<file path="src/hdl/bba_ram.sv">
// Generic single-port RAM with a registered read port.
// Stand-alone; the read register holds its value until the next read.
module bba_ram #(
	parameter int WIDTH = 8,
	parameter int DEPTH = 16
) (
	input  logic                     clk,
	input  logic                     en,
	input  logic                     we,
	input  logic [$clog2(DEPTH)-1:0] addr,
	input  logic [WIDTH-1:0]         wdata,
	output logic [WIDTH-1:0]         rdata
);

	logic [WIDTH-1:0] mem_q [DEPTH];

	// A cycle either writes or reads, never both.
	always_ff @(posedge clk) begin
		if (en) begin
			if (we) begin
				mem_q[addr] <= wdata;
			end else begin
				rdata <= mem_q[addr];
			end
		end
	end

endmodule

</file>
<file path="config.mk">
export PLATFORM = sky130hd
export DESIGN_NAME = bba_ram
export DESIGN_NICKNAME = d
export VERILOG_FILES = /design/src/hdl/bba_ram.sv
export SDC_FILE = /design/constraint.sdc
export NUM_CORES = 1
export LEC_CHECK = 0
export BUFFER_PORTS_ARGS = -buffer_cell sky130_fd_sc_hd__buf_2
export CORE_MARGIN = 3
export CORE_UTILIZATION = 33
export CTS_CLUSTER_SIZE = 24
export DETAILED_ROUTE_END_ITERATION = 8
export PLACE_DENSITY = 0.49
export SYNTH_ARGS = -nofsm -noshare
export SYNTH_HDL_FRONTEND = slang
export SYNTH_SLANG_ARGS = --single-unit
</file>
<file path="constraint.sdc">
create_clock -name clk -period 3.7 [get_ports clk]
set_clock_uncertainty 0.15 [all_clocks]
set_input_delay 0.74 -clock clk [delete_from_list [all_inputs] [get_ports clk]]
set_output_delay 0.74 -clock clk [all_outputs]
set_load 0.01 [all_outputs]
</file>
* After elaboration in Yosys (flattened, before gate mapping)
Memory sizes are Yosys's and may differ from the RTL's. A register that Yosys moved wholly into a read port is not among the register bits. Index checks and enable logic that the tools add are counted.
Storage, ports and cells: register bits 0, RAM bits 128, output and inout bits 8, logic and storage cells 6, memories 1
Memory list:
- mem_q | words 16, width 8, rd ports 1, clocked after Yosys merged registers in 1, wr ports 1, RTL line 15 | logic [WIDTH-1:0] mem_q [DEPTH];
Operators by class: mux-type cells 3, bitwise operators 1, reductions and logical operators 1
Operator list (number):
- 2-to-1 mux 1 bit | 3
- AND reduction 2 bit | 1
- NOT 1 bit | 1

* Logic depth before layout (Yosys ltp)
Gate-level depths: netlist (run 1).
word-level depth 3, depth in mapped cells 5

* Least setup slack after synthesis (run 1)
No wires, ideal clock.
path type input-to-reg, from input addr[0], to memory mem_q[0][0], enable pin, library setup time 0.383 ns, arrival 2.079 ns, required time 3.167 ns, slack 1.088 ns, stages 4, path buffers 2, cells stage by stage buf_6 buf_2 or3_1 nor3_1
RTL lines:
- start, declared | RTL line 10 | input logic [$clog2(DEPTH)-1:0] addr,
- end, declared | RTL line 15
Straight into the memory's write port.

==> impl_metrics.py, run 1 <==
metrics = {
    "critical_path": {
        "crit_path_cell_trace": "buf_2 -> mux4_1 -> a22oi_1 -> nand2_1",
        "r2r_start": "mem_q[9][4]",
        "timing.reg2reg.worst_path_depth": 3,
        "required_ps": 3710,
        "r2r_end": "rdata[4]",
        "timing.reg2reg.setup_slack_ps": 2020,
        "cp-start-kind": "input pin",
        "critical_path.startpoint": "addr[0]",
        "crit_path_category": "input pin to flip-flop",
        "critical-path-slowest-cell": "sky130_fd_sc_hd__buf_2",
        "critical_path_arrival_ps": 2570,
        "worst_path_max_fanout": 32,
        "critPathCapture": "rdata[4]",
        "cp-end-kind": "flip-flop",
        "critical-path-max-stage-delay_ps": 740,
    },
    "logic_synthesis": {
        "synth_enable_flop_cells": 136,
        "synthesis.area_per_instance_um2": 22.4,
        "asyncSetResetFlopFracSynth_pct": 0,
        "synth_warnings": 0,
        "yosys.cell_count.top_type": "sky130_fd_sc_hd__edfxtp_1",
        "synth.distinct_cells": 18,
        "mappedNetlistNets": 249,
        "synth.ff_latch_count": 136,
        "syn-cell-area_um2": 5240,
        "synth_top_cells_by_count": "sky130_fd_sc_hd__edfxtp_1 (136), sky130_fd_sc_hd__a22oi_1 (16), sky130_fd_sc_hd__mux4_1 (16), sky130_fd_sc_hd__mux4_2 (16), sky130_fd_sc_hd__nor2_1 (13)",
        "post_synth_main_area_contributors": "sky130_fd_sc_hd__edfxtp_1 (78%), sky130_fd_sc_hd__mux4_1 (8.0%), sky130_fd_sc_hd__mux4_2 (6.9%)",
        "post_synth_inst_count": 234,
        "synth.largest_area_cell": "sky130_fd_sc_hd__edfxtp_1",
        "seq_total_area_yosys_pct": 78.0,
        "synth_top_area_share_pct": 78.0,
        "most_used_dff_post_synth": "sky130_fd_sc_hd__edfxtp_1",
    },
    "finish": {
        "fraction_of_final_layout_cells_with_drive_strength_greater_than_1_pct": 28.5,
        "n_antenna_cell": 0,
        "fin_nets": 297,
        "flow.area_growth_from_synthesis_pct": 19.9,
    },
    "cts": {
        "tritoncts": "yes",
        "cts_root_buffer": "sky130_fd_sc_hd__clkbuf_16",
        "worstSkewPairLatency_ps": 410,
        "clk_transition_reported_paths_ps": 60,
        "maximum_level_of_the_cts_h_tree": 4,
        "cts_resized": 0,
        "cts-buffers-inserted": 17,
        "cts.repair_timing.setup_buffer_count": 0,
        "cts_sinks": 136,
        "cts_max_path_buffers": 2,
        "postCtsHoldBufs": 0,
    },
    "placed_design": {
        "dp_slack_ps": 645,
        "globalplace.congestion": 0.720,
        "detailed_place_hpwl_mm": 6.97,
        "port-buffer-count": 22,
    },
    "timing": {
        "layout_setup_ws_ps": 1130,
        "layout_min_cycle_time_ps": 2570,
        "final.setup.tns_ps": 0,
        "worst_slew_pin_slew_ps": 988,
        "min_period_over_period_pct": 69.4,
        "finalHoldViolCount": 0,
        "relSlewSlack_pct": 34.1,
        "grt_setup_unrepaired": "false",
        "setup-violations-final": 0,
        "maxClockFrequency_ghz": 0.390,
        "timing.final.max_slew_violations": 0,
    },
    "global_routing": {
        "antenna_found_initial": 2,
        "grt_util_all_layers_pct": 13.7,
        "grt_max_degree": 33,
        "grt_pass1_wl_mm": 16.9,
        "grt.overflow.total": 0,
        "via_count_of_the_first_global_routing_pass": 2667,
    },
    "route": {
        "wirelength_mm": 10.9,
        "viasPerCell": 4.86,
        "route.detailed.wl_per_inst_um": 21.5,
        "num_vias": 2460,
        "drt-initial-drc-count": 163,
        "final_antenna_net_count": 0,
        "initial_drt_pass_iterations": 4,
        "drc": 0,
    },
    "pwr": {
        "power-per-cell-area_nw_per_um2": 570,
        "vdd.ir_drop.worst_mv": 0.336,
        "total_leakage_power_uw": 0.00209,
    },
    "floorplan": {
        "floorplan.rows": 45,
        "die_h_um": 132,
        "design.portCount": 23,
        "start_util_pct": 34.1,
        "dieWidth_um": 132,
        "die_footprint_um2": 17400,
        "design.core.area_um2": 15400,
    },
    "run_status": {
        "result_of_the_run": "finished, final reports clean",
    },
    "worst_hold_path": {
        "min_path_type": "input pin to flip-flop",
    },
    "run": {
        "maxCapViolCount": 0,
    },
}
## cell usage in the layout (no fill, tap or decap)
master,synthesis,routed
sky130_fd_sc_hd__a22oi_1,16,16
sky130_fd_sc_hd__nand2_1,10,10
sky130_fd_sc_hd__nand4_1,1,1
sky130_fd_sc_hd__mux4_2,16,16
sky130_fd_sc_hd__clkbuf_16,0,17
sky130_fd_sc_hd__nand2b_1,2,2
sky130_fd_sc_hd__buf_4,0,20
sky130_fd_sc_hd__buf_2,3,22
sky130_fd_sc_hd__and2_1,1,1
sky130_fd_sc_hd__clkinv_2,0,4
sky130_fd_sc_hd__nor2b_1,3,3
sky130_fd_sc_hd__clkbuf_1,5,5
sky130_fd_sc_hd__nand4b_1,2,2
sky130_fd_sc_hd__nor3_1,4,4
sky130_fd_sc_hd__nor2_1,13,13
sky130_fd_sc_hd__edfxtp_1,136,136
sky130_fd_sc_hd__or3_1,1,1
sky130_fd_sc_hd__mux4_1,16,16
sky130_fd_sc_hd__clkinv_1,0,1
sky130_fd_sc_hd__bufinv_16,0,4
sky130_fd_sc_hd__clkinvlp_4,0,1
## worst min path at each step
stage                            start     endpoint  slack, ps  cells after the start
after floorplan           mem_q[14][0]     rdata[0]        560                      3
after global placement     mem_q[5][1]     rdata[1]        590                      3
after detailed placement   mem_q[6][1]     rdata[1]        600                      3
after CTS                     wdata[6]  mem_q[2][6]        540                      1
after global routing          wdata[6]  mem_q[2][6]        550                      1
final                         wdata[6]  mem_q[2][6]        550                      1
## area by class of cell
| type | count | area (um^2) |
|---|---|---|
| Sequential cell | 136 | 4080 |
| Clock buffer | 22 | 444 |
| Tap cell | 211 | 264 |
| Fill cell | 1384 | 9090 |
| Clock inverter | 10 | 151 |
| Multi-Input combinational cell | 85 | 1070 |
| Timing Repair Buffer | 42 | 260 |
## registers in the layout, summed over array words and instances, names as in the netlist
register,count
mem_q,128
rdata,8
## through the flow
step / hold WS (ps) / area [um^2] / power [uW] / utilization [%] / instances
after floorplan: 560 / 5240 / 1840 / - / 234
after global placement: 586 / 5680 / 1900 / 37.0 / 474
after detailed placement: 596 / 5680 / 1900 / 37.0 / 474
after CTS: 536 / 6280 / 3620 / 40.8 / 506
after global routing: 550 / 6280 / 3700 / 40.8 / 506
final: 553 / 6280 / 3580 / 40.8 / 506
## metal layers
layer / track usage (%) / vias to the layer above / wire [um]
li1: - / 1098 / -
met3: 5.38 / 20 / 663
met2: 20.3 / 54 / 5080
met4: 5.13 / 4 / 182
met5: 0 / - / 21
met1: 18.3 / 1284 / 4940
## where the power goes
part | leakage, uW | switching [uW] | internal [uW]
sequential | 0.00123 | 4.79 | 1720
combinational | 0.000570 | 84.6 | 55.1
clock | 0.000289 | 594 | 1120
## critical path: cells and delay by family
family                 cells  cell delay [ps]
AO/OA/AOI/OAI              1              280
buffers and inverters      1              740
multiplexers               1              710
AND/OR/NAND/NOR            1              100
## kinds of logic (layout without fill, tap and decap cells)
kind of cell	after synthesis	after routing	synth area share, %
flip-flops	136	136	78.0
AND/OR/NAND/NOR	37	37	3.32
multiplexers	32	32	14.9
AO/OA/AOI/OAI	16	16	2.29
buffers and inverters	13	74	1.50
Note: power is estimated with default switching activity, not from simulation.
==> run 2, diff against run 1 <==
==> constraint.sdc (replaced) <==
create_clock -name clk -period 2.4 [get_ports clk]
set_clock_uncertainty 0.15 [all_clocks]
set_input_delay 0.48 -clock clk [delete_from_list [all_inputs] [get_ports clk]]
set_output_delay 0.48 -clock clk [all_outputs]
set_load 0.01 [all_outputs]
==> run 2 against run 1 <==
  * Wire length down 0.42%
  * Core utilization up 0.32 points
  * Non-clock buffer count up 9
  * Flip-flop and latch count unchanged
  * Via count up 1.5%
  * Clock-buffer cell count down 4
  * Critical path type unchanged
  * Critical endpoint is now rdata[2]
==> impl_metrics.py, run 2 (synthesis gave the netlist of run 1 again) <==
metrics = {
    "finish": {
        "fraction_of_final_layout_cells_with_drive_strength_greater_than_1_pct": 31.3,
        "reg.largest.list": "mem_q: 128 flops, rdata: 8 flops",
        "flow.area_growth_from_synthesis_pct": 20.8,
        "finalNonFillerCells": 516,
        "mostFrequentLayoutCells": "sky130_fd_sc_hd__edfxtp_1 (136), sky130_fd_sc_hd__buf_4 (28), sky130_fd_sc_hd__buf_2 (22), sky130_fd_sc_hd__clkbuf_16 (17)",
        "final_core_util_pct": 41.2,
        "final_common_cell": "sky130_fd_sc_hd__edfxtp_1",
        "design_area_um2": 6330,
        "fin_nets": 306,
        "regMostFlops": "mem_q",
        "largest_register_ffs": 128,
    },
    "route": {
        "final_antenna_net_count": 0,
        "drt-initial-drc-count": 209,
        "num_vias": 2498,
        "route.detailed.wl_per_inst_um": 21.0,
        "drc": 0,
        "initial_drt_pass_iterations": 4,
        "wirelength_mm": 10.8,
        "viasPerCell": 4.84,
    },
    "global_routing": {
        "grt_max_degree": 24,
        "via_count_of_the_first_global_routing_pass": 2655,
        "grt_util_all_layers_pct": 13.4,
        "grt_pass1_wl_mm": 16.7,
        "grt.overflow.total": 0,
        "antenna_found_initial": 2,
    },
    "cts": {
        "tritoncts": "yes",
        "maximum_level_of_the_cts_h_tree": 4,
        "cts_resized": 0,
        "worstSkewPairLatency_ps": 410,
        "cts_max_path_buffers": 2,
        "clk_transition_reported_paths_ps": 60,
        "cts.repair_timing.setup_buffer_count": 0,
        "cts-buffers-inserted": 17,
        "postCtsHoldBufs": 0,
        "cts_sinks": 136,
        "cts_root_buffer": "sky130_fd_sc_hd__clkbuf_16",
    },
    "critical_path": {
        "cp-end-kind": "flip-flop",
        "critical_path.top_delay_family": "multiplexers",
        "r2r_start": "mem_q[2][5]",
        "critPathCapture": "rdata[2]",
        "critical-path-slowest-cell": "sky130_fd_sc_hd__mux4_1",
        "worst_path_max_fanout": 13,
        "cp-start-kind": "input pin",
        "crit_path_cell_trace": "buf_2 -> buf_4 -> mux4_1 -> a22oi_1 -> nand2_1",
        "critical_path.startpoint": "addr[0]",
        "critical-path-max-stage-delay_ps": 590,
        "timing.reg2reg.setup_slack_ps": 740,
        "timing.reg2reg.worst_path_depth": 3,
        "crit_path_category": "input pin to flip-flop",
        "worstPathBufferInverterCount": 2,
        "required_ps": 2410,
        "critical_path_arrival_ps": 1840,
        "worst_path_depth": 5,
        "r2r_end": "rdata[5]",
    },
    "timing": {
        "maxClockFrequency_ghz": 0.546,
        "relSlewSlack_pct": 70.0,
        "final.setup.tns_ps": 0,
        "timing.final.max_slew_violations": 0,
        "setup-violations-final": 0,
        "grt_setup_unrepaired": "false",
        "min_period_over_period_pct": 76.3,
        "finalHoldViolCount": 0,
        "worst_slew_pin_slew_ps": 449,
        "layout_min_cycle_time_ps": 1830,
    },
    "pwr": {
        "power-per-cell-area_nw_per_um2": 841,
        "total_leakage_power_uw": 0.00213,
        "vdd.ir_drop.worst_mv": 0.482,
        "power.total_uw": 5320,
    },
    "floorplan": {
        "start_util_pct": 34.1,
        "design.core.area_um2": 15400,
        "design.portCount": 23,
        "dieWidth_um": 132,
        "die_h_um": 132,
        "floorplan.rows": 45,
        "die_footprint_um2": 17400,
    },
    "placed_design": {
        "post_dp_cell_area_um2": 5760,
        "port-buffer-count": 22,
        "globalplace.congestion": 0.713,
        "dpl.cell_count": 483,
        "detailed_place_hpwl_mm": 7.31,
    },
    "run": {
        "maxCapViolCount": 0,
    },
    "worst_hold_path": {
        "min_path_type": "input pin to flip-flop",
        "hold_path_startpoint": "wdata[0]",
    },
    "run_status": {
        "result_of_the_run": "finished, final reports clean",
    },
}
## run 2: changes by cell type in the layout (fill, tap and decap cells not counted)
cell,before,now
sky130_fd_sc_hd__clkinv_4,0,2
sky130_fd_sc_hd__diode_2,0,1
sky130_fd_sc_hd__inv_6,0,1
sky130_fd_sc_hd__clkinv_1,1,3
sky130_fd_sc_hd__clkinvlp_4,1,2
sky130_fd_sc_hd__clkbuf_1,5,1
sky130_fd_sc_hd__buf_4,20,28
sky130_fd_sc_hd__buf_12,0,1
sky130_fd_sc_hd__bufinv_16,4,2
## run 2: metal layers
metal  wire length [um]  vias to the layer above  GRT usage (%)  part of all wire [%]
met2               5000                       57           19.5                    46
li1                   -                     1118              -                     -
met1               5190                     1308           18.5                    48
met5                  7                        -              0                 0.065
met3                524                       13           5.04                   4.8
met4                116                        2           4.55                   1.1
## run 2: worst min-delay path by stage
stage                     cells after the start          end  slack (ps)
after floorplan                               0  mem_q[0][0]         430
after global placement                        3     rdata[7]         590
after detailed placement                      3     rdata[6]         590
after CTS                                     1  mem_q[7][0]         280
after global routing                          1  mem_q[0][1]         290
final                                         1  mem_q[7][0]         300
## run 2: final cells by class
cell class / instances / area, um^2
diodes: 1 / 2.50
clock buffers: 18 / 429
clock inverters: 14 / 133
fillers: 1369 / 9040
multi-input cells: 85 / 1070
flip-flops and latches: 136 / 4080
well taps: 211 / 264
repair buffers: 51 / 340
## run 2: power breakdown
group / internal (uW) / switching (uW)
clock network: 1510 / 926
registers: 2650 / 8.62
logic: 94.3 / 130
## run 2: through the flow
step	setup slack [ps]	hold slack (ps)
5_1_grt	473	290
2_1_floorplan	47.9	429
4_1_cts	515	282
3_5_place_dp	87.2	590
3_3_place_gp	97.5	594
6_report	569	304
==> run 3, diff against run 2 <==
==> constraint.sdc (replaced) <==
create_clock -name clk -period 1.9 [get_ports clk]
set_clock_uncertainty 0.15 [all_clocks]
set_input_delay 0.38 -clock clk [delete_from_list [all_inputs] [get_ports clk]]
set_output_delay 0.38 -clock clk [all_outputs]
set_load 0.01 [all_outputs]
==> run 3 against run 2 <==
  * Hold slack worse by 100 ps
  * Wire length down 5.0%
  * Final cell count up 2.5%
  * Power up 25%
  * First-iteration DRC count down 2.9%
  * Critical endpoint is now rdata[3]
  * Largest power group unchanged
==> impl_metrics.py, run 3 (synthesis gave the netlist of run 1 again) <==
metrics = {
    "run_status": {
        "result_of_the_run": "finished, final reports clean",
    },
    "cts": {
        "cts_max_path_buffers": 2,
        "cts_root_buffer": "sky130_fd_sc_hd__clkbuf_16",
        "maximum_level_of_the_cts_h_tree": 4,
        "cts_sinks": 136,
        "worstSkewPairLatency_ps": 410,
        "postCtsHoldBufs": 0,
        "cts.repair_timing.setup_buffer_count": 0,
        "clk_transition_reported_paths_ps": 50,
        "tritoncts": "yes",
        "cts_resized": 0,
        "cts-buffers-inserted": 17,
    },
    "timing": {
        "timing.hold.ws_ps": 202,
        "relSlewSlack_pct": 48.7,
        "maxClockFrequency_ghz": 0.563,
        "min_period_over_period_pct": 93.4,
        "finalHoldViolCount": 0,
        "layout_min_cycle_time_ps": 1780,
        "layout_setup_ws_ps": 125,
        "setup-violations-final": 0,
        "worst_slew_pin_slew_ps": 768,
        "grt_setup_unrepaired": "false",
        "timing.final.max_slew_violations": 0,
    },
    "placed_design": {
        "detailed_place_hpwl_mm": 7.20,
        "port-buffer-count": 22,
        "dp_slack_ps": -296,
        "globalplace.congestion": 0.717,
    },
    "route": {
        "viasPerCell": 4.77,
        "wirelength_mm": 10.3,
        "num_vias": 2524,
        "drc": 0,
        "route.detailed.wl_per_inst_um": 19.5,
        "final_antenna_net_count": 0,
        "initial_drt_pass_iterations": 4,
        "drt-initial-drc-count": 203,
    },
    "floorplan": {
        "design.core.area_um2": 15400,
        "die_h_um": 132,
        "floorplan.rows": 45,
        "dieWidth_um": 132,
        "start_util_pct": 34.1,
        "die_footprint_um2": 17400,
        "design.portCount": 23,
    },
    "pwr": {
        "vdd.ir_drop.worst_mv": 0.603,
        "power-per-cell-area_nw_per_um2": 1030,
        "power.total_uw": 6670,
        "total_leakage_power_uw": 0.00222,
    },
    "finish": {
        "regMostFlops": "mem_q",
        "fin_nets": 320,
        "flow.area_growth_from_synthesis_pct": 23.6,
        "fraction_of_final_layout_cells_with_drive_strength_greater_than_1_pct": 35.5,
        "reg.largest.list": "mem_q: 128 flops, rdata: 8 flops",
        "largest_register_ffs": 128,
        "final_common_cell": "sky130_fd_sc_hd__edfxtp_1",
        "mostFrequentLayoutCells": "sky130_fd_sc_hd__edfxtp_1 (136), sky130_fd_sc_hd__buf_4 (40), sky130_fd_sc_hd__buf_2 (22), sky130_fd_sc_hd__clkbuf_16 (17)",
        "final_core_util_pct": 42.1,
        "n_antenna_cell": 0,
    },
    "critical_path": {
        "required_ps": 1890,
        "cp-end-kind": "flip-flop",
        "critical_path.startpoint": "addr[0]",
        "r2r_start": "mem_q[9][3]",
        "cp-start-kind": "input pin",
        "worst_path_max_fanout": 17,
        "critical_path_arrival_ps": 1760,
        "crit_path_category": "input pin to flip-flop",
    },
    "global_routing": {
        "grt_max_degree": 18,
        "grt_util_all_layers_pct": 12.6,
        "via_count_of_the_first_global_routing_pass": 2630,
        "grt.overflow.total": 0,
        "antenna_found_initial": 0,
        "grt_pass1_wl_mm": 15.7,
    },
    "worst_hold_path": {
        "min_path_type": "input pin to flip-flop",
        "hold_path_startpoint": "wdata[7]",
    },
    "run": {
        "maxCapViolCount": 0,
    },
}
==> run 3: cell types whose count changed in the layout (fill, tap and decap cells not counted), sizes merged <==
cell,delta
inv,-1
clkbuf,+1
diode,-1
clkinv,+2
buf,+14
clkinvlp,-2
==> run 3: worst max-delay path, stage by stage <==
cell,delay [ps]
sky130_fd_sc_hd__buf_2,170
sky130_fd_sc_hd__buf_12,190
sky130_fd_sc_hd__buf_4,130
sky130_fd_sc_hd__mux4_2,500
sky130_fd_sc_hd__a22oi_1,240
sky130_fd_sc_hd__nand2_1,130
==> run 3: where the power goes <==
group / internal (uW) / switching [uW] / leakage [uW]
Sequential: 3350 / 10.1 / 0.00123
Clock: 1890 / 1110 / 0.000276
Combinational: 134 / 172 / 0.000712
Total: 5380 / 1290 / 0.00222
==> run 3: path summary, 6_finish.rpt <==
| check | endpoint | slack [ps] | depth (start not counted) |
|---|---|---|---|
| max | rdata[3] | 120 | 6 |
| min reg2reg | rdata[1] | 600 | 3 |
| min | mem_q[5][7] | 200 | 1 |
| max reg2reg | rdata[3] | 190 | 3 |
==> run 3: layout make-up <==
class                      count  area, um^2
tap                          211         264
multi-input combinational     85        1110
clock buffer                  19         433
sequential                   136        4080
fill                        1341        8900
clock inverter                13         111
timing repair buffer          65         470
==> run 3: per-layer routing <==
metal	global-route usage, %	wire length (um)
met5	0	0
met4	5.95	212
met3	3.09	307
met2	19.5	5060
met1	16.8	4710
==> run 3: metrics by stage <==
step           instance area, um^2  std cells  TNS, ps
2_1_floorplan                 5280        234    -2110
3_3_place_gp                  5930        497    -8250
3_5_place_dp                  5930        497    -7650
4_1_cts                       6470        529        0
5_1_grt                       6470        529        0
6_report                      6470        529        0
